File: config.mk
export PLATFORM = sky130hd
export DESIGN_NAME = ssh_kexinit_fingerprint_string
export DESIGN_NICKNAME = d
export VERILOG_FILES = /design/src/skfp_pkg.sv /design/src/skfp_front.sv /design/src/skfp_queue.sv /design/src/skfp_back.sv /design/src/ssh_kexinit_fingerprint_string.sv
export VERILOG_INCLUDE_DIRS = /design/src /design/src/src
export SDC_FILE = /design/constraint.sdc
export NUM_CORES = 1
export LEC_CHECK = 0
export BUFFER_PORTS_ARGS = -buffer_cell sky130_fd_sc_hd__buf_2
export CAP_MARGIN = 20
export CORE_MARGIN = 2
export CORE_UTILIZATION = 68
export CTS_CLUSTER_DIAMETER = 40
export DETAILED_ROUTE_END_ITERATION = 12
export PLACE_DENSITY = 0.9
export SYNTH_ARGS = -nofsm -noshare
export SYNTH_HDL_FRONTEND = slang
export SYNTH_SLANG_ARGS = --single-unit
File: constraint.sdc
create_clock -name aclk -period 26.7 [get_ports aclk]
set_input_delay 5.34 -clock aclk [delete_from_list [all_inputs] [get_ports aclk]]
set_output_delay 5.34 -clock aclk [all_outputs]
set_load 0.005 [all_outputs]
File: src/ssh_kexinit_fingerprint_string_assert.svh
// Assertion macros for the key-exchange-init fingerprint string block.
// Included by the top level; no other dependencies.
`ifndef SSH_KEXINIT_FINGERPRINT_STRING_ASSERT_SVH
`define SSH_KEXINIT_FINGERPRINT_STRING_ASSERT_SVH
`ifndef SYNTH
// Check a property on every edge outside reset.
`define SKFP_ASSERT_CLK(label, clk, rstn, prop) \
    label: assert property (@(posedge clk) disable iff (!rstn) prop) \
        else $error("skfp assertion failed");
// Check a property on every edge, reset included.
`define SKFP_ASSERT_ALWAYS(label, clk, prop) \
    label: assert property (@(posedge clk) prop) \
        else $error("skfp assertion failed");
`else
`define SKFP_ASSERT_CLK(label, clk, rstn, prop)
`define SKFP_ASSERT_ALWAYS(label, clk, prop)
`endif
`endif

File: src/skfp_pkg.sv
// Shared types, constants and helpers for the fingerprint string block.
// No dependencies.
package skfp_pkg;

    localparam int unsigned HEADER_BYTES = 22;
    localparam int unsigned LEN_LIMIT    = 65565;
    localparam logic [7:0]  SEPARATOR    = 8'h3B;
    localparam logic [2:0]  LAST_FIELD   = 3'd7;
    localparam logic [2:0]  FIRST_COMP   = 3'd6;
    localparam logic [16:0] SAT17        = 17'h1FFFF;
    localparam int unsigned QUEUE_DEPTH  = 4;
    localparam int unsigned QPTR_W       = $clog2(QUEUE_DEPTH);

    // One result item
    typedef struct packed {
        logic [7:0]  out_byte;
        logic        is_summary;
        logic        status;
        logic [15:0] string_length;
    } result_t;

    // Results caused by one input item: one or two
    typedef struct packed {
        logic    two;
        result_t r0;
        result_t r1;
    } entry_t;

    typedef struct packed {
        logic full;
        logic empty;
    } q_stat_t;

    typedef struct packed {
        logic sec_valid;
    } back_stat_t;

    // Field 0 always goes out; fields 2..7 by direction, even ones for the client
    function automatic logic field_emitted(input logic [2:0] f, input logic client);
        logic r;
        if (f == 3'd0) begin
            r = 1'b1;
        end else if (f == 3'd1) begin
            r = 1'b0;
        end else begin
            r = (f[0] == 1'b0) == client;
        end
        return r;
    endfunction

endpackage

File: src/skfp_front.sv
// Front end: parses payload bytes and classifies each into queued results.
// Depends on skfp_pkg.
module skfp_front import skfp_pkg::*; #(
    parameter int unsigned MAX_PAYLOAD = 65535
) (
    input  logic        aclk,
    input  logic        aresetn,
    input  logic        accept,
    input  logic [7:0]  data_byte,
    input  logic [15:0] packet_length,
    input  logic        is_client,
    input  logic        last_of_packet,
    output logic        push,
    output entry_t      push_entry
);

    typedef enum logic [3:0] {
        PH_HEADER = 4'b0001,
        PH_LENGTH = 4'b0010,
        PH_BODY   = 4'b0100,
        PH_DONE   = 4'b1000
    } phase_t;

    phase_t      phase_reg, phase_next;
    logic [16:0] pos_reg, pos_next;
    logic [2:0]  field_reg, field_next;
    logic [31:0] shift_reg, shift_next;
    logic [16:0] rem_reg, rem_next;
    logic [16:0] emit_reg, emit_next;
    logic        err_reg, err_next;

    logic        err_in;
    logic        em;
    logic [16:0] rem_dec;
    logic [31:0] shift_cat;
    logic [33:0] end_sum;
    logic        prefix_err;
    logic [1:0]  str_cnt;
    logic [7:0]  str0, str1;
    logic [17:0] emit_sum;
    logic        bad;
    logic [1:0]  keep_cnt;
    logic [1:0]  nres;
    result_t     sum_res, str_res0, str_res1;

    // Check the byte against the packet bounds
    assign err_in = err_reg || (pos_reg >= {1'b0, packet_length})
                    || (32'(packet_length) > 32'(MAX_PAYLOAD));
    assign em        = field_emitted(field_reg, is_client);
    assign rem_dec   = (rem_reg != 17'd0) ? rem_reg - 17'd1 : 17'd0;
    assign shift_cat = {shift_reg[23:0], data_byte};
    // Offset just after the prefix plus the field length
    assign end_sum   = 34'(pos_reg) + 34'd1 + 34'(shift_cat);
    assign prefix_err =
        (em && (end_sum + 34'd1 >= 34'(packet_length)))
        || ((field_reg != 3'd0) && (shift_cat > 32'(LEN_LIMIT)))
        || ((field_reg != LAST_FIELD) && (end_sum + 34'd4 >= 34'(packet_length)));

    // Walk the header, length prefixes and bodies
    always_comb begin
        err_next   = err_in;
        field_next = field_reg;
        phase_next = phase_reg;
        shift_next = shift_reg;
        rem_next   = rem_reg;
        str_cnt    = 2'd0;
        str0       = data_byte;
        str1       = SEPARATOR;
        if (!err_in) begin
            unique case (phase_reg)
                PH_HEADER: begin
                    if (pos_reg >= 17'(HEADER_BYTES - 1)) begin
                        if (packet_length <= 16'(HEADER_BYTES + 4)) begin
                            err_next = 1'b1;
                        end else begin
                            field_next = 3'd0;
                            phase_next = PH_LENGTH;
                            shift_next = 32'd0;
                            rem_next   = 17'd4;
                        end
                    end
                end
                PH_LENGTH: begin
                    shift_next = shift_cat;
                    rem_next   = rem_dec;
                    if (rem_dec == 17'd0) begin
                        if (prefix_err) begin
                            err_next = 1'b1;
                        end else if (field_reg == LAST_FIELD && !em) begin
                            phase_next = PH_DONE;
                        end else if (shift_cat == 32'd0) begin
                            if (em && field_reg < FIRST_COMP) begin
                                str_cnt = 2'd1;
                                str0    = SEPARATOR;
                            end
                            if (field_reg == LAST_FIELD) begin
                                phase_next = PH_DONE;
                            end else begin
                                field_next = field_reg + 3'd1;
                                phase_next = PH_LENGTH;
                                shift_next = 32'd0;
                                rem_next   = 17'd4;
                            end
                        end else begin
                            phase_next = PH_BODY;
                            rem_next   = shift_cat[16:0];
                        end
                    end
                end
                PH_BODY: begin
                    if (em) begin
                        str_cnt = 2'd1;
                    end
                    rem_next = rem_dec;
                    if (rem_dec == 17'd0) begin
                        if (em && field_reg < FIRST_COMP) begin
                            str_cnt = 2'd2;
                        end
                        if (field_reg == LAST_FIELD) begin
                            phase_next = PH_DONE;
                        end else begin
                            field_next = field_reg + 3'd1;
                            phase_next = PH_LENGTH;
                            shift_next = 32'd0;
                            rem_next   = 17'd4;
                        end
                    end
                end
                PH_DONE: begin
                end
                default: begin
                end
            endcase
        end
    end

    // Count string bytes, saturating
    assign emit_sum  = 18'(emit_reg) + 18'(str_cnt);
    assign emit_next = err_next ? emit_reg
                     : ((emit_sum > 18'(SAT17)) ? SAT17 : emit_sum[16:0]);
    assign pos_next  = (pos_reg == SAT17) ? SAT17 : pos_reg + 17'd1;

    // Build the results; drop string bytes of a bad packet's last item
    assign bad      = err_next || (phase_next != PH_DONE);
    assign keep_cnt = (last_of_packet && bad) ? 2'd0 : str_cnt;
    assign nres     = keep_cnt + {1'b0, last_of_packet};

    assign sum_res  = '{out_byte: 8'd0, is_summary: 1'b1, status: bad,
                        string_length: bad ? 16'd0 : emit_next[15:0]};
    assign str_res0 = '{out_byte: str0, is_summary: 1'b0, status: 1'b0,
                        string_length: 16'd0};
    assign str_res1 = '{out_byte: str1, is_summary: 1'b0, status: 1'b0,
                        string_length: 16'd0};

    assign push           = accept && (nres != 2'd0);
    assign push_entry.two = (nres == 2'd2);
    assign push_entry.r0  = (keep_cnt != 2'd0) ? str_res0 : sum_res;
    assign push_entry.r1  = (keep_cnt == 2'd2) ? str_res1 : sum_res;

    // Advance the parser; clear it after the last item of a packet
    always_ff @(posedge aclk) begin
        if (!aresetn || (accept && last_of_packet)) begin
            phase_reg <= PH_HEADER;
            pos_reg   <= 17'd0;
            field_reg <= 3'd0;
            shift_reg <= 32'd0;
            rem_reg   <= 17'd0;
            emit_reg  <= 17'd0;
            err_reg   <= 1'b0;
        end else if (accept) begin
            phase_reg <= phase_next;
            pos_reg   <= pos_next;
            field_reg <= field_next;
            shift_reg <= shift_next;
            rem_reg   <= rem_next;
            emit_reg  <= emit_next;
            err_reg   <= err_next;
        end
    end

endmodule

File: src/skfp_queue.sv
// Short queue of classified items between the front and back ends.
// Depends on skfp_pkg.
module skfp_queue import skfp_pkg::*; (
    input  logic    aclk,
    input  logic    aresetn,
    input  logic    push,
    input  entry_t  push_entry,
    input  logic    pop,
    output entry_t  head,
    output q_stat_t stat
);

    entry_t              slot_reg [QUEUE_DEPTH];
    logic [QPTR_W-1:0]   wr_reg, rd_reg;
    logic [QPTR_W:0]     count_reg;

    assign stat.full  = (count_reg == (QPTR_W+1)'(QUEUE_DEPTH));
    assign stat.empty = (count_reg == '0);
    assign head       = slot_reg[rd_reg];

    // Store on push
    always_ff @(posedge aclk) begin
        if (push) begin
            slot_reg[wr_reg] <= push_entry;
        end
    end

    // Move pointers and count
    always_ff @(posedge aclk) begin
        if (!aresetn) begin
            wr_reg    <= '0;
            rd_reg    <= '0;
            count_reg <= '0;
        end else begin
            if (push) begin
                wr_reg <= wr_reg + QPTR_W'(1);
            end
            if (pop) begin
                rd_reg <= rd_reg + QPTR_W'(1);
            end
            if (push && !pop) begin
                count_reg <= count_reg + (QPTR_W+1)'(1);
            end else if (pop && !push) begin
                count_reg <= count_reg - (QPTR_W+1)'(1);
            end
        end
    end

endmodule

File: src/skfp_back.sv
// Back end: serializes queued items into single result items.
// Depends on skfp_pkg.
module skfp_back import skfp_pkg::*; (
    input  logic       aclk,
    input  logic       aresetn,
    input  entry_t     head,
    input  q_stat_t    q_stat,
    output logic       pop,
    output logic       m_valid,
    input  logic       m_ready,
    output result_t    m_res,
    output back_stat_t stat
);

    logic    valid_reg;
    result_t out_reg;
    logic    sec_valid_reg;
    result_t sec_reg;
    logic    slot_free;

    assign slot_free = !valid_reg || m_ready;
    assign pop       = slot_free && !sec_valid_reg && !q_stat.empty;
    assign m_valid   = valid_reg;
    assign m_res     = out_reg;
    assign stat.sec_valid = sec_valid_reg;

    // Hold the output; refill from the second slot first, then the queue
    always_ff @(posedge aclk) begin
        if (!aresetn) begin
            valid_reg     <= 1'b0;
            sec_valid_reg <= 1'b0;
        end else if (slot_free) begin
            if (sec_valid_reg) begin
                valid_reg     <= 1'b1;
                sec_valid_reg <= 1'b0;
            end else if (!q_stat.empty) begin
                valid_reg     <= 1'b1;
                sec_valid_reg <= head.two;
            end else begin
                valid_reg <= 1'b0;
            end
        end
    end

    // Load payload registers
    always_ff @(posedge aclk) begin
        if (slot_free) begin
            if (sec_valid_reg) begin
                out_reg <= sec_reg;
            end else if (!q_stat.empty) begin
                out_reg <= head.r0;
                sec_reg <= head.r1;
            end
        end
    end

endmodule

File: src/ssh_kexinit_fingerprint_string.sv
// Top level of the key-exchange-init fingerprint string block.
// Depends on skfp_pkg, skfp_front, skfp_queue, skfp_back and the assertion header.
//
// Takes one payload byte per cycle and returns the fingerprint string bytes
// (key exchange list plus the chosen direction's cipher, MAC and compression
// lists, ';' between them) followed by one summary item per packet with the
// status and string length. A byte that yields two results (the final byte
// of a field plus its ';', or the final string byte plus the summary) goes
// out as two separate items through the single result port. A four-entry
// queue between parser and output absorbs these, so input stalls only when
// the result side falls behind. A result passes through a queue slot and
// the output register. No clearing pass follows reset.
`include "ssh_kexinit_fingerprint_string_assert.svh"
module ssh_kexinit_fingerprint_string import skfp_pkg::*; #(
    parameter int unsigned MAX_PAYLOAD = 65535
) (
    input  logic        aclk,
    input  logic        aresetn,
    input  logic        s_valid,
    output logic        s_ready,
    input  logic [7:0]  s_data_byte,
    input  logic [15:0] s_packet_length,
    input  logic        s_is_client,
    input  logic        s_last_of_packet,
    output logic        m_valid,
    input  logic        m_ready,
    output logic [7:0]  m_out_byte,
    output logic        m_is_summary,
    output logic        m_status,
    output logic [15:0] m_string_length
);

    logic       accept;
    logic       q_push, q_pop;
    entry_t     push_entry, head;
    q_stat_t    q_stat;
    back_stat_t back_stat;
    result_t    m_res;

    assign s_ready = !q_stat.full;
    assign accept  = s_valid && s_ready;

    skfp_front #(
        .MAX_PAYLOAD (MAX_PAYLOAD)
    ) u_front (
        .aclk           (aclk),
        .aresetn        (aresetn),
        .accept         (accept),
        .data_byte      (s_data_byte),
        .packet_length  (s_packet_length),
        .is_client      (s_is_client),
        .last_of_packet (s_last_of_packet),
        .push           (q_push),
        .push_entry     (push_entry)
    );

    skfp_queue u_queue (
        .aclk       (aclk),
        .aresetn    (aresetn),
        .push       (q_push),
        .push_entry (push_entry),
        .pop        (q_pop),
        .head       (head),
        .stat       (q_stat)
    );

    skfp_back u_back (
        .aclk    (aclk),
        .aresetn (aresetn),
        .head    (head),
        .q_stat  (q_stat),
        .pop     (q_pop),
        .m_valid (m_valid),
        .m_ready (m_ready),
        .m_res   (m_res),
        .stat    (back_stat)
    );

    assign m_out_byte      = m_res.out_byte;
    assign m_is_summary    = m_res.is_summary;
    assign m_status        = m_res.status;
    assign m_string_length = m_res.string_length;

    `SKFP_ASSERT_CLK(a_no_push_full, aclk, aresetn, q_push |-> !q_stat.full)
    `SKFP_ASSERT_CLK(a_bad_len_zero, aclk, aresetn, (m_valid && m_is_summary && m_status) |-> (m_string_length == 16'd0))
    `SKFP_ASSERT_CLK(a_sec_has_out, aclk, aresetn, back_stat.sec_valid |-> m_valid)
    `SKFP_ASSERT_ALWAYS(a_reset_idle, aclk, !aresetn |=> !m_valid)

endmodule
# Word level (Yosys, flattened, before mapping)
# Memories as Yosys holds them, arrays and structs flattened. A register that Yosys moved wholly into a read port is not among the register bits.
# Cells that the tools add are included.
# totals
register_bits	144
latchBits	0
ramBits	204
mem_bits_ro	0
in_bits	30
output_inout_bits	28
memories	1
# mem_list
memory	depth	width	read_ports	rd_clocked_by_memory_dff	wr	line_no	rtl
u_queue.slot_reg	4	51	1	1	1	skfp_queue.sv:13	entry_t slot_reg [QUEUE_DEPTH];
# op_classes
n_addsub	13
mul	0
n_div	0
n_lt_le_gt_ge	8
n_eq_ne	21
shifts	0
mux	83
bitwise_logic	5
reduce_logical	43
# ops
operator	count
24-bit 2-to-1 mux	10
17-bit 2-to-1 mux	11
26-bit 2-to-1 mux	3
24-bit case mux with 3 select lines	1
34-bit by 16-bit greater-or-equal comparator with 1-bit output	2
8-bit 2-to-1 mux	7
17-bit case mux with 3 select lines	1
4-bit 2-to-1 mux	9
34-bit by 1-bit adder with 34-bit output (second input constant)	1
34-bit by 3-bit adder with 34-bit output (second input constant)	1
18-bit by 32-bit adder with 33-bit output	1
32-bit by 17-bit > comparator with 1-bit output (second input constant)	1
32-bit logical NOT	1
16-bit 2-to-1 mux	2
3-bit 2-to-1 mux	10
2-bit 2-to-1 mux	10
17-bit by 1-bit adder with 18-bit output (second input constant)	1
17-bit by 2-bit adder with 18-bit output	1
18-bit by 17-bit > comparator with 1-bit output (second input constant)	1
17-bit by 1-bit adder with 17-bit output (second input constant)	1
17-bit equality test (second input constant)	1
17-bit by 16-bit greater-or-equal comparator with 1-bit output	1
17-bit by 5-bit greater-or-equal comparator with 1-bit output (second input constant)	1
17-bit logical NOT	1
36 further kinds	94

# Depth between registers and ports, before layout
# Gate-level depths: netlist of the first run.
# logic_depth
depth_word	22
ltp_mapped	37

# Modules after synthesis
# Synthesis of the first run repeated with hierarchy kept, for this count alone.
# hier_totals
hier_cells	1738
area_unflattened_um2	19692.6
# by_module_without_submodules
mod	instances	cells_each	area_each_um2	seq_area_each_um2
skfp_front	1	1322	9520.4	1661.6
skfp_queue	1	320	8156.6	6546.3
skfp_back	1	94	2005.7	1601.5
ssh_kexinit_fingerprint_string	1	2	10.0	0.0

# Worst setup path after synthesis of the first run
# No wires, ideal clock.
# synth_path
path_type	input to register
start	input s_data_byte[0]
end	memory u_queue.slot_reg[0][0] (netlist bit), enable pin
setup_time_ps	408
t_arrival_ps	12864
path_slack_ps	13428
stages	31
n_path_buf	0
path_cell_list	inv_1 > ha_1 > inv_1 > fa_1 > a21o_1 > a221oi_4 > xnor2_1 > nand3b_1 > nor4_2 > and2_1 > xnor2_1 > ha_1 > a21o_1 > a211oi_1 > nand3_1 > o21ai_0 > nand3_1 > a221o_1 > a221o_1 > o41ai_4 > nand2_1 > nor3_4 > a211oi_2 > a21oi_2 > nor2b_1 > ha_1 > nor2_1 > mux2_2 > a31o_1 > o31a_1 > and2_1
# synth_via
elab_chain_cells	19
word_cells_on_any_way	37
cone_classes	4 x add/sub; 3 x order compare; 1 x eq/ne; 19 x mux; 10 x reduce/logical
# synth_lines
element	line_no	rtl
from (decl)	ssh_kexinit_fingerprint_string.sv:21	input logic [7:0] s_data_byte,
18-bit by 32-bit adder with 33-bit output	skfp_front.sv:53	assign end_sum = 34'(pos_reg) + 34'd1 + 34'(shift_cat);
34-bit by 1-bit adder with 34-bit output	skfp_front.sv:55	(em && (end_sum + 34'd1 >= 34'(packet_length)))
34-bit by 16-bit greater-or-equal comparator with 1-bit output	skfp_front.sv:55	
1-bit logical AND	skfp_front.sv:55	
1-bit logical OR	skfp_front.sv:56	|| ((field_reg != 3'd0) && (shift_cat > 32'(LEN_LIMIT)))
1-bit logical OR	skfp_front.sv:57	|| ((field_reg != LAST_FIELD) && (end_sum + 34'd4 >= 34'(packet_length)));
4-bit 2-to-1 mux	skfp_front.sv:87	if (prefix_err) begin
4-bit 2-to-1 mux	skfp_front.sv:86	if (rem_dec == 17'd0) begin
(+4 left out)	-	
1-bit logical AND	skfp_front.sv:145	assign keep_cnt = (last_of_packet && bad) ? 2'd0 : str_cnt;
2-bit 2-to-1 mux *	skfp_front.sv:145	
2-bit by 1-bit adder with 2-bit output *	skfp_front.sv:146	assign nres = keep_cnt + {1'b0, last_of_packet};
2-bit nonzero test *	skfp_front.sv:155	assign push = accept && (nres != 2'd0);
1-bit logical AND *	skfp_front.sv:155	
via q_push	ssh_kexinit_fingerprint_string.sv:34	logic q_push, q_pop;
1-bit 2-to-1 mux *	skfp_queue.sv:23	if (push) begin
1-bit 2-to-1 mux (implied by the code) *	skfp_queue.sv:24	slot_reg[wr_reg] <= push_entry;
to (decl)	skfp_queue.sv:13	
# Mark *: on every way through the listed nets, which the timed path passes. The rest lies on a longest branch.

# Worst setup path in the final report of the first run
# layout_path
start	input s_data_byte[0]
end	register u_queue.count_reg[2]
# layout_via
elab_chain_cells	20
word_cells_on_any_way	40
cone_classes	4 x add/sub; 3 x order compare; 1 x eq/ne; 18 x mux; 14 x reduce/logical
# layout_lines
element	line_no	rtl
18-bit by 32-bit adder with 33-bit output	skfp_front.sv:53	
34-bit by 1-bit adder with 34-bit output	skfp_front.sv:55	
34-bit by 16-bit greater-or-equal comparator with 1-bit output	skfp_front.sv:55	
1-bit logical AND	skfp_front.sv:55	
1-bit logical OR	skfp_front.sv:56	
1-bit logical OR	skfp_front.sv:57	
4-bit 2-to-1 mux	skfp_front.sv:87	
4-bit 2-to-1 mux	skfp_front.sv:86	
(+5 left out)	-	
2-bit 2-to-1 mux *	skfp_front.sv:145	
2-bit by 1-bit adder with 2-bit output *	skfp_front.sv:146	
2-bit nonzero test *	skfp_front.sv:155	
1-bit logical AND *	skfp_front.sv:155	
via q_push	ssh_kexinit_fingerprint_string.sv:34	
1-bit logical NOT	skfp_queue.sv:43	end else if (pop && !push) begin
1-bit logical AND	skfp_queue.sv:43	
2-bit nonzero test (no line)	-	
to (signal assigned)	skfp_queue.sv:42	count_reg <= count_reg + (QPTR_W+1)'(1);
to (signal assigned)	skfp_queue.sv:44	count_reg <= count_reg - (QPTR_W+1)'(1);
to (decl)	skfp_queue.sv:15	logic [QPTR_W:0] count_reg;
# Marks and branches as above.
# A chain may end at the register's enable or synchronous reset.

==> results.txt, run 1 <==
----------------------------------------------------
[Finish]
  Layout Cells excl Fill ... 2,105
  Share of cells above drive strength 1 ... 14.4%
  Number of nets in the finished design ... 1,851
  Area growth from synthesis to layout ... 8.61%
  Number of flip-flops in the largest register ... 184

[Worst setup path]
  Critical path start-end classification ... primary input to flip-flop
  Worst path arrival time ... 15,170 ps
  Data required time of the worst path ... 27,130 ps
  Reg-to-Reg End ... u_queue.count_reg[2]
  Peak per-stage delay on the critical path ... 680 ps
  Top fanout value on the critical path ... 18
  Slowest-stage cell, CP ... sky130_fd_sc_hd__nor3_4
  Critical path depth in cells ... 37
  Number of cells on the worst reg-to-reg path ... 36
  Worst R2R Start ... u_front.pos_reg[0]
  Critical Path Start Type ... primary input
  Critical path destination ... u_queue.count_reg[2]
  Kind of cell with the highest combined delay on the critical path ... compound AO/OA/AOI/OAI gates
  Type of destination of the critical path ... flip-flop
  Critical path origin ... s_data_byte[0]
  Setup slack, reg-to-reg ... 16,370 ps
  Most frequent cell on the critical path ... sky130_fd_sc_hd__ha_1
  Buffers & Inverters on Critical Path ... 4

[Synth]
  Post-synthesis cell type count ... 95
  Library cell occupying the most area in the post-synthesis netlist ... sky130_fd_sc_hd__edfxtp_1
  Share of the yosys chip area belonging to registers ... 47.1%
  Share of synthesized registers carrying an async set or reset ... 0%
  Cell types with the largest area share after synthesis ... sky130_fd_sc_hd__edfxtp_1, sky130_fd_sc_hd__dfxtp_1, sky130_fd_sc_hd__mux4_2
  Top post-synthesis cells by count ... sky130_fd_sc_hd__edfxtp_1, sky130_fd_sc_hd__nor2_1, sky130_fd_sc_hd__nand2_1, sky130_fd_sc_hd__dfxtp_1, sky130_fd_sc_hd__a21oi_1
  Most frequent cell after synthesis ... sky130_fd_sc_hd__edfxtp_1
  Most used flip-flop cell after synthesis ... sky130_fd_sc_hd__edfxtp_1
  Gate Count Post-Synth ... 1,710
  Number of enable-type register cells in the synthesized netlist ... 229
  Syn Nets ... 1,825
  Warnings, synthesis ... 0
  Area share of the leading cell type in the synthesized netlist ... 37.0%
  Per-instance average area after synthesis ... 10.9 µm²
  Post-synthesis register bit count ... 323
  Post-synth design cell area ... 18,600 µm²

[Place]
  Routability congestion estimate from global placement ... 1.02
  Final HPWL DP ... 36,600 µm
  DP Cell Count ... 2,037
  Number of port buffers ... 57

[Clock tree]
  Number of buffers on the longest clock path ... 3
  Clock root buffer ... sky130_fd_sc_hd__clkbuf_16
  Clock tree from TritonCTS ... done
  CTS clock-pin slew for the worst setup and hold paths ... 60 ps
  Cts-stage hold buffer count ... 0
  Clock buffers created by TritonCTS ... 36
  Gates resized, CTS repair ... 0
  H-tree depth ... 2
  Clock latency on the worst-skew pair ... 540 ps
  CTS sink cnt ... 323
  Post-CTS Setup Bufs ... 0

[STA]
  Tcrit/Tclk final ... 55.2%
  Number of max-slew violations in the final report ... 0
  Setup TNS ... 0 ps
  Transition time at the pin with the least slew margin ... 1040 ps
  Period minus WS final ... 14,740 ps
  Max Fclk ... 67.8 MHz
  Unrepaired setup endpoints after global routing ... false
  Number of hold violations in the final report ... 0
  Worst hold slack ... 509 ps
  Setup violation total in the final timing report ... 0
  Worst slew margin relative to its limit ... 30.5%
  Setup clock skew after layout ... 28.6 ps

[Die]
  Full die area ... 28,700 µm²
  Count of pins on the block boundary ... 58
  Die width ... 169 µm
  Height of the die ... 169 µm
  Standard-cell row count ... 60
  Initial Util ... 69.2%
  Core area ... 26,900 µm²

[Min path]
  Hold WC Path Type ... flip-flop to flip-flop

[Status]
  Outcome ... complete, no violations

[Pwr]
  Worst vdd rail ir drop ... 0.0000535 V
  Sw power ... 478 µW
  Share of total power in the clock network ... 31.5%
  Switching part of the total ... 31.8%
  Sequential power share ... 43.6%
  Pwr Density ... 74.4 nW/µm²
  Internal power summed over all cells ... 1.02 mW
  Final Power ... 1.50 mW
  Part of the power in combinational logic ... 24.9%
  Static leakage ... 7.22 nW

[Detailed routing]
  Routed vias ... 15,700
  Routed wirelength normalized by instance count ... 27.4 µm
  Vias per inst ... 7.44
  Detailed-route wire length ... 57,700 µm
  Number of DRC violations after detailed-routing iteration 0 ... 2,331
  Total iterations of the first detailed-routing run ... 8
  Antenna Violating Nets Remaining ... 0
  Remaining routing DRC violations ... 0

[Global routing]
  Antenna violations before repair ... 3
  First-pass GRT wire length ... 86,700 µm
  Number of global-route vias before repair ... 14,600
  Global router's overall resource usage ... 39.8%
  Overflow left after global routing ... 0
  Maximum number of pins on one net before global-route repair ... 62

[Job]
  Number of max-cap violations ... 0

----------------------------------------------------
==> routing by layer <==
metal | global-route usage (%) | vias to the layer above | part of all wire [%]
met5 | 0 | - | 0.045
li1 | - | 6649 | -
met2 | 62.6 | 1393 | 45
met4 | 21.0 | 2 | 6.9
met1 | 51.7 | 7260 | 35
met3 | 9.49 | 351 | 13
==> placed cells by master, fill, tap and decap left out, types with 13 or more instances in the layout <==
| cell type | netlist | final |
|---|---|---|
| sky130_fd_sc_hd__a211oi_1 | 23 | 23 |
| sky130_fd_sc_hd__a21o_1 | 24 | 24 |
| sky130_fd_sc_hd__a21oi_1 | 88 | 88 |
| sky130_fd_sc_hd__a22oi_1 | 30 | 30 |
| sky130_fd_sc_hd__a31oi_1 | 17 | 16 |
| sky130_fd_sc_hd__and2_1 | 29 | 25 |
| sky130_fd_sc_hd__and3_1 | 22 | 22 |
| sky130_fd_sc_hd__buf_2 | 11 | 57 |
| sky130_fd_sc_hd__clkbuf_16 | 0 | 37 |
| sky130_fd_sc_hd__dfxtp_1 | 94 | 92 |
| sky130_fd_sc_hd__edfxtp_1 | 229 | 229 |
| sky130_fd_sc_hd__ha_1 | 82 | 82 |
| sky130_fd_sc_hd__inv_1 | 60 | 60 |
| sky130_fd_sc_hd__mux2_2 | 21 | 21 |
| sky130_fd_sc_hd__mux4_2 | 46 | 46 |
| sky130_fd_sc_hd__nand2_1 | 106 | 105 |
| sky130_fd_sc_hd__nand3_1 | 45 | 45 |
| sky130_fd_sc_hd__nand4_1 | 44 | 44 |
| sky130_fd_sc_hd__nor2_1 | 151 | 150 |
| sky130_fd_sc_hd__nor2b_1 | 22 | 22 |
| sky130_fd_sc_hd__nor3_1 | 50 | 49 |
| sky130_fd_sc_hd__nor4_1 | 41 | 41 |
| sky130_fd_sc_hd__o211ai_1 | 13 | 13 |
| sky130_fd_sc_hd__o21a_1 | 17 | 17 |
| sky130_fd_sc_hd__o21ai_0 | 56 | 56 |
| sky130_fd_sc_hd__or3_1 | 17 | 17 |
| sky130_fd_sc_hd__xnor2_1 | 61 | 61 |
| sky130_fd_sc_hd__xor2_1 | 29 | 29 |
==> layout make-up <==
type | instances | area, µm²
fill | 1658 | 6670
clock buffer | 47 | 952
antenna | 1 | 2.50
sequential | 323 | 8760
clock inverter | 18 | 150
inverter | 60 | 225
multi-input combinational | 1244 | 9270
timing repair buffer | 71 | 412
tap | 341 | 427
==> power by group through the flow <==
stage	sequential [mW]	combinational [mW]	clock, mW
global placement	0.655	0.337	0
global route	0.660	0.395	0.489
CTS	0.655	0.364	0.470
floorplan	0.640	0.252	0
detailed placement	0.660	0.351	0
finish	0.655	0.374	0.473
==> per-stage QoR <==
step | utilization (%) | instance area (µm²) | setup slack (ps)
6_report | 75.2 | 20200 | 11960
5_1_grt | 75.2 | 20200 | 11500
4_1_cts | 75.0 | 20200 | 12160
3_5_place_dp | 70.9 | 19100 | 11990
3_3_place_gp | 70.9 | 19100 | 12350
2_1_floorplan | - | 18600 | 13430
==> worst min-delay path: stages, from the launching register on <==
cell                      delay, ps
sky130_fd_sc_hd__dfxtp_1        340
sky130_fd_sc_hd__nand2_1         70
sky130_fd_sc_hd__a21oi_1         50
==> logic make-up after synthesis <==
logic type / after synthesis / synth area share [%]
mux: 71 / 7.06
compound gates: 389 / 14.7
fa+ha+maj: 85 / 5.84
simple gates: 607 / 17.7
flops: 323 / 47.1
buf+inv: 143 / 3.19
xor+xnor: 92 / 4.41
==> worst min path at each step <==
stage               cells after the start            startpoint              endpoint
detailed placement                      2  u_front.field_reg[1]  u_front.field_reg[1]
global placement                        2  u_front.field_reg[1]  u_front.field_reg[1]
finish                                  2  u_front.field_reg[1]  u_front.field_reg[1]
floorplan                               2  u_front.field_reg[1]  u_front.field_reg[1]
global route                            2   u_front.rem_reg[16]   u_front.rem_reg[16]
CTS                                     2  u_front.field_reg[1]  u_front.field_reg[1]
(Power assumes the default switching activity.)
==> inputs of run 2 (changes only) <==
CORE_UTILIZATION = 63   (was 68)
PLACE_DENSITY = 0.85   (was 0.9)
clock period = 14.72 ns   (was 26.7 ns; I/O delays follow)
==> run 2 against run 1 <==
  * Cell count up 2.4%
  * Wire length down 2.0%
  * Combinational power up 82%
  * Sequential power up 82%
  * Worst hold slack worse by 9.2 ps
  * Via count down 1.6%
  * Die area up 7.7%
  * Setup slack worse by 9500 ps
  * Core utilization down 4.4 points
  * Power up 87%
  * Sequential share of layout area down 0.45 points
  * Register-to-register slack worse by 12000 ps
  * Largest power group unchanged
==> results.txt, run 2 (same netlist as run 1, synthesis figures left out) <==
----------------------------------------------------
[Status]
  Outcome ... complete, no violations (unchanged)

[STA]
  Max Fclk ... 81.5 MHz
  Setup TNS ... 0 ps (unchanged)
  Setup clock skew after layout ... 30.0 ps (was 28.6 ps)
  Period minus WS final ... 12,270 ps
  Worst slew margin relative to its limit ... 20.7% (was 30.5%)
  Setup slack of the critical path after layout ... 2450 ps (was 11,960 ps)
  Number of max-slew violations in the final report ... 0 (unchanged)
  Transition time at the pin with the least slew margin ... 1180 ps (was 1040 ps)
  Tcrit/Tclk final ... 83.4%
  Number of hold violations in the final report ... 0 (unchanged)
  Setup violation total in the final timing report ... 0 (unchanged)
  Unrepaired setup endpoints after global routing ... false (unchanged)

[Detailed routing]
  Wire length on met3 ... 5560 µm (was 7280 µm)
  Routed wirelength normalized by instance count ... 26.2 µm (was 27.4 µm)
  Vias per inst ... 7.15 (was 7.44)
  Total iterations of the first detailed-routing run ... 6 (was 8)
  Detailed-route wire length ... 56,500 µm (was 57,700 µm)
  Antenna Violating Nets Remaining ... 0 (unchanged)
  Met2 routed wirelength ... 26,200 µm (was 26,000 µm)
  Routed vias ... 15,400 (was 15,700)
  Post-route met1 wirelength ... 21,200 µm (was 20,400 µm)
  Number of DRC violations after detailed-routing iteration 0 ... 2,162 (was 2,331)
  Remaining routing DRC violations ... 0 (unchanged)
  Top metal layer carrying routed signals ... met5 (unchanged)

[Global routing]
  First-pass GRT wire length ... 87,100 µm (was 86,700 µm)
  Number of global-route vias before repair ... 14,700 (was 14,600)
  Maximum number of pins on one net before global-route repair ... 62 (unchanged)
  Global router's overall resource usage ... 36.8% (was 39.8%)
  Overflow left after global routing ... 0 (unchanged)
  Antenna violations before repair ... 2 (was 3)

[Worst setup path]
  Data required time of the worst path ... 15,150 ps (was 27,130 ps)
  Most frequent cell on the critical path ... sky130_fd_sc_hd__ha_1 (unchanged)
  Type of destination of the critical path ... flip-flop (unchanged)
  Number of cells on the worst reg-to-reg path ... 36 (unchanged)
  Critical Path Start Type ... primary input (unchanged)
  Top fanout value on the critical path ... 18 (unchanged)
  Critical path start-end classification ... primary input to flip-flop (unchanged)
  Peak per-stage delay on the critical path ... 640 ps (was 680 ps)
  Slowest-stage cell, CP ... sky130_fd_sc_hd__nor3_4 (unchanged)
  Worst path arrival time ... 12,700 ps (was 15,170 ps)

[Finish]
  Number of nets in the finished design ... 1,856 (was 1,851)
  Fill cell total of the finished layout ... 1,956 (was 1,658)
  Register cell area after layout ... 8760 µm² (unchanged)
  Top library cells by usage in the layout, fill and taps aside ... sky130_fd_sc_hd__edfxtp_1, sky130_fd_sc_hd__nor2_1, sky130_fd_sc_hd__nand2_1 (unchanged)
  Area growth from synthesis to layout ... 9.75% (was 8.61%)
  Leading cell type in the layout, fill and taps excluded ... sky130_fd_sc_hd__edfxtp_1 (unchanged)
  Area used by multi-input combinational logic ... 9270 µm² (unchanged)
  Number of flip-flops in the largest register ... 184 (unchanged)
  Share of cells above drive strength 1 ... 15.0% (was 14.4%)

[Die]
  Core area ... 28,900 µm² (was 26,900 µm²)
  Count of pins on the block boundary ... 58 (unchanged)
  Height of the die ... 176 µm (was 169 µm)
  Initial Util ... 64.5% (was 69.2%)
  Full die area ... 30,900 µm² (was 28,700 µm²)
  Die width ... 176 µm (was 169 µm)
  Standard-cell row count ... 62 (was 60)

[Clock tree]
  Clock tree from TritonCTS ... done (unchanged)
  Number of buffers on the longest clock path ... 3 (unchanged)
  Clock buffers created by TritonCTS ... 39 (was 36)
  CTS sink cnt ... 323 (unchanged)
  Clock root buffer ... sky130_fd_sc_hd__clkbuf_16 (unchanged)
  Cts-stage hold buffer count ... 0 (unchanged)
  Post-CTS Setup Bufs ... 0 (unchanged)
  Gates resized, CTS repair ... 0 (unchanged)
  H-tree depth ... 2 (unchanged)
  CTS clock-pin slew for the worst setup and hold paths ... 60 ps (about the same)
  Clock latency on the worst-skew pair ... 560 ps (was 540 ps)

[Place]
  Routability congestion estimate from global placement ... 1.00 (was 1.02)
  Final HPWL DP ... 38,000 µm (was 36,600 µm)
  Worst setup timing slack at the placement stage ... 2060 ps (was 11,990 ps)
  Number of port buffers ... 57 (unchanged)

[Pwr]
  Static leakage ... 7.31 nW (was 7.22 nW)
  Worst vdd rail ir drop ... 0.000123 V (was 0.0000535 V)
  Pwr Density ... 137 nW/µm² (was 74.4 nW/µm²)

[Min path]
  Hold Path Cell Cnt ... 2 (unchanged)
  Hold WC Path Type ... flip-flop to flip-flop (unchanged)

[Job]
  Number of max-cap violations ... 0 (unchanged)

----------------------------------------------------
[run 2: final timing paths]
check	from	endpoint	slack, ps
worst min register to register	u_front.field_reg[1]	u_front.field_reg[1]	500
worst max register to register	u_front.pos_reg[0]	u_queue.count_reg[2]	4470
worst max-delay path	s_data_byte[0]	u_queue.count_reg[2]	2450
worst min-delay path	u_front.field_reg[1]	u_front.field_reg[1]	500
[run 2: per-layer routing]
| metal | up-vias | GRT usage (%) |
|---|---|---|
| met5 | - | 0 |
| met4 | 4 | 20.9 |
| met3 | 251 | 7.10 |
| met2 | 1079 | 58.3 |
| met1 | 7425 | 47.6 |
| li1 | 6653 | - |
[run 2: where the power goes]
group          switching (mW)  leakage [nW]  internal, mW  total (mW)
Sequential             0.0795          3.05          1.11        1.19
Clock                   0.421         0.607         0.513       0.934
Combinational           0.406          3.65         0.274       0.680
[run 2: layout make-up]
cell class                 instances  share of cell area (%)
antenna                            1                  0.0123
clock inverter                    23                    1.14
tap                              384                    2.35
timing repair buffer              73                    2.08
inverter                          60                    1.10
clock buffer                      47                    4.98
multi-input combinational       1244                    45.4
sequential                       323                    42.9
[run 2: per-stage QoR]
step	instances	util, %	total power, mW	cell area (µm²)	hold slack (ps)
finish	2155	70.7	2.80	20400	500
global route	2154	70.7	2.89	20400	515
CTS	2151	70.6	2.79	20400	498
detailed placement	2081	66.3	1.85	19100	491
global placement	2081	66.3	1.81	19100	481
floorplan	1710	-	1.62	18600	462
[run 2: worst max-delay path, delay by kind of cell]
family,cells,cell delay (ps)
and+or+nand+nor,10,2700
buffers and inverters,4,370
AOI/OAI and AO/OA,13,4040
adders and majority gates,6,1780
xor gates and xnor gates,3,660
muxes,1,190
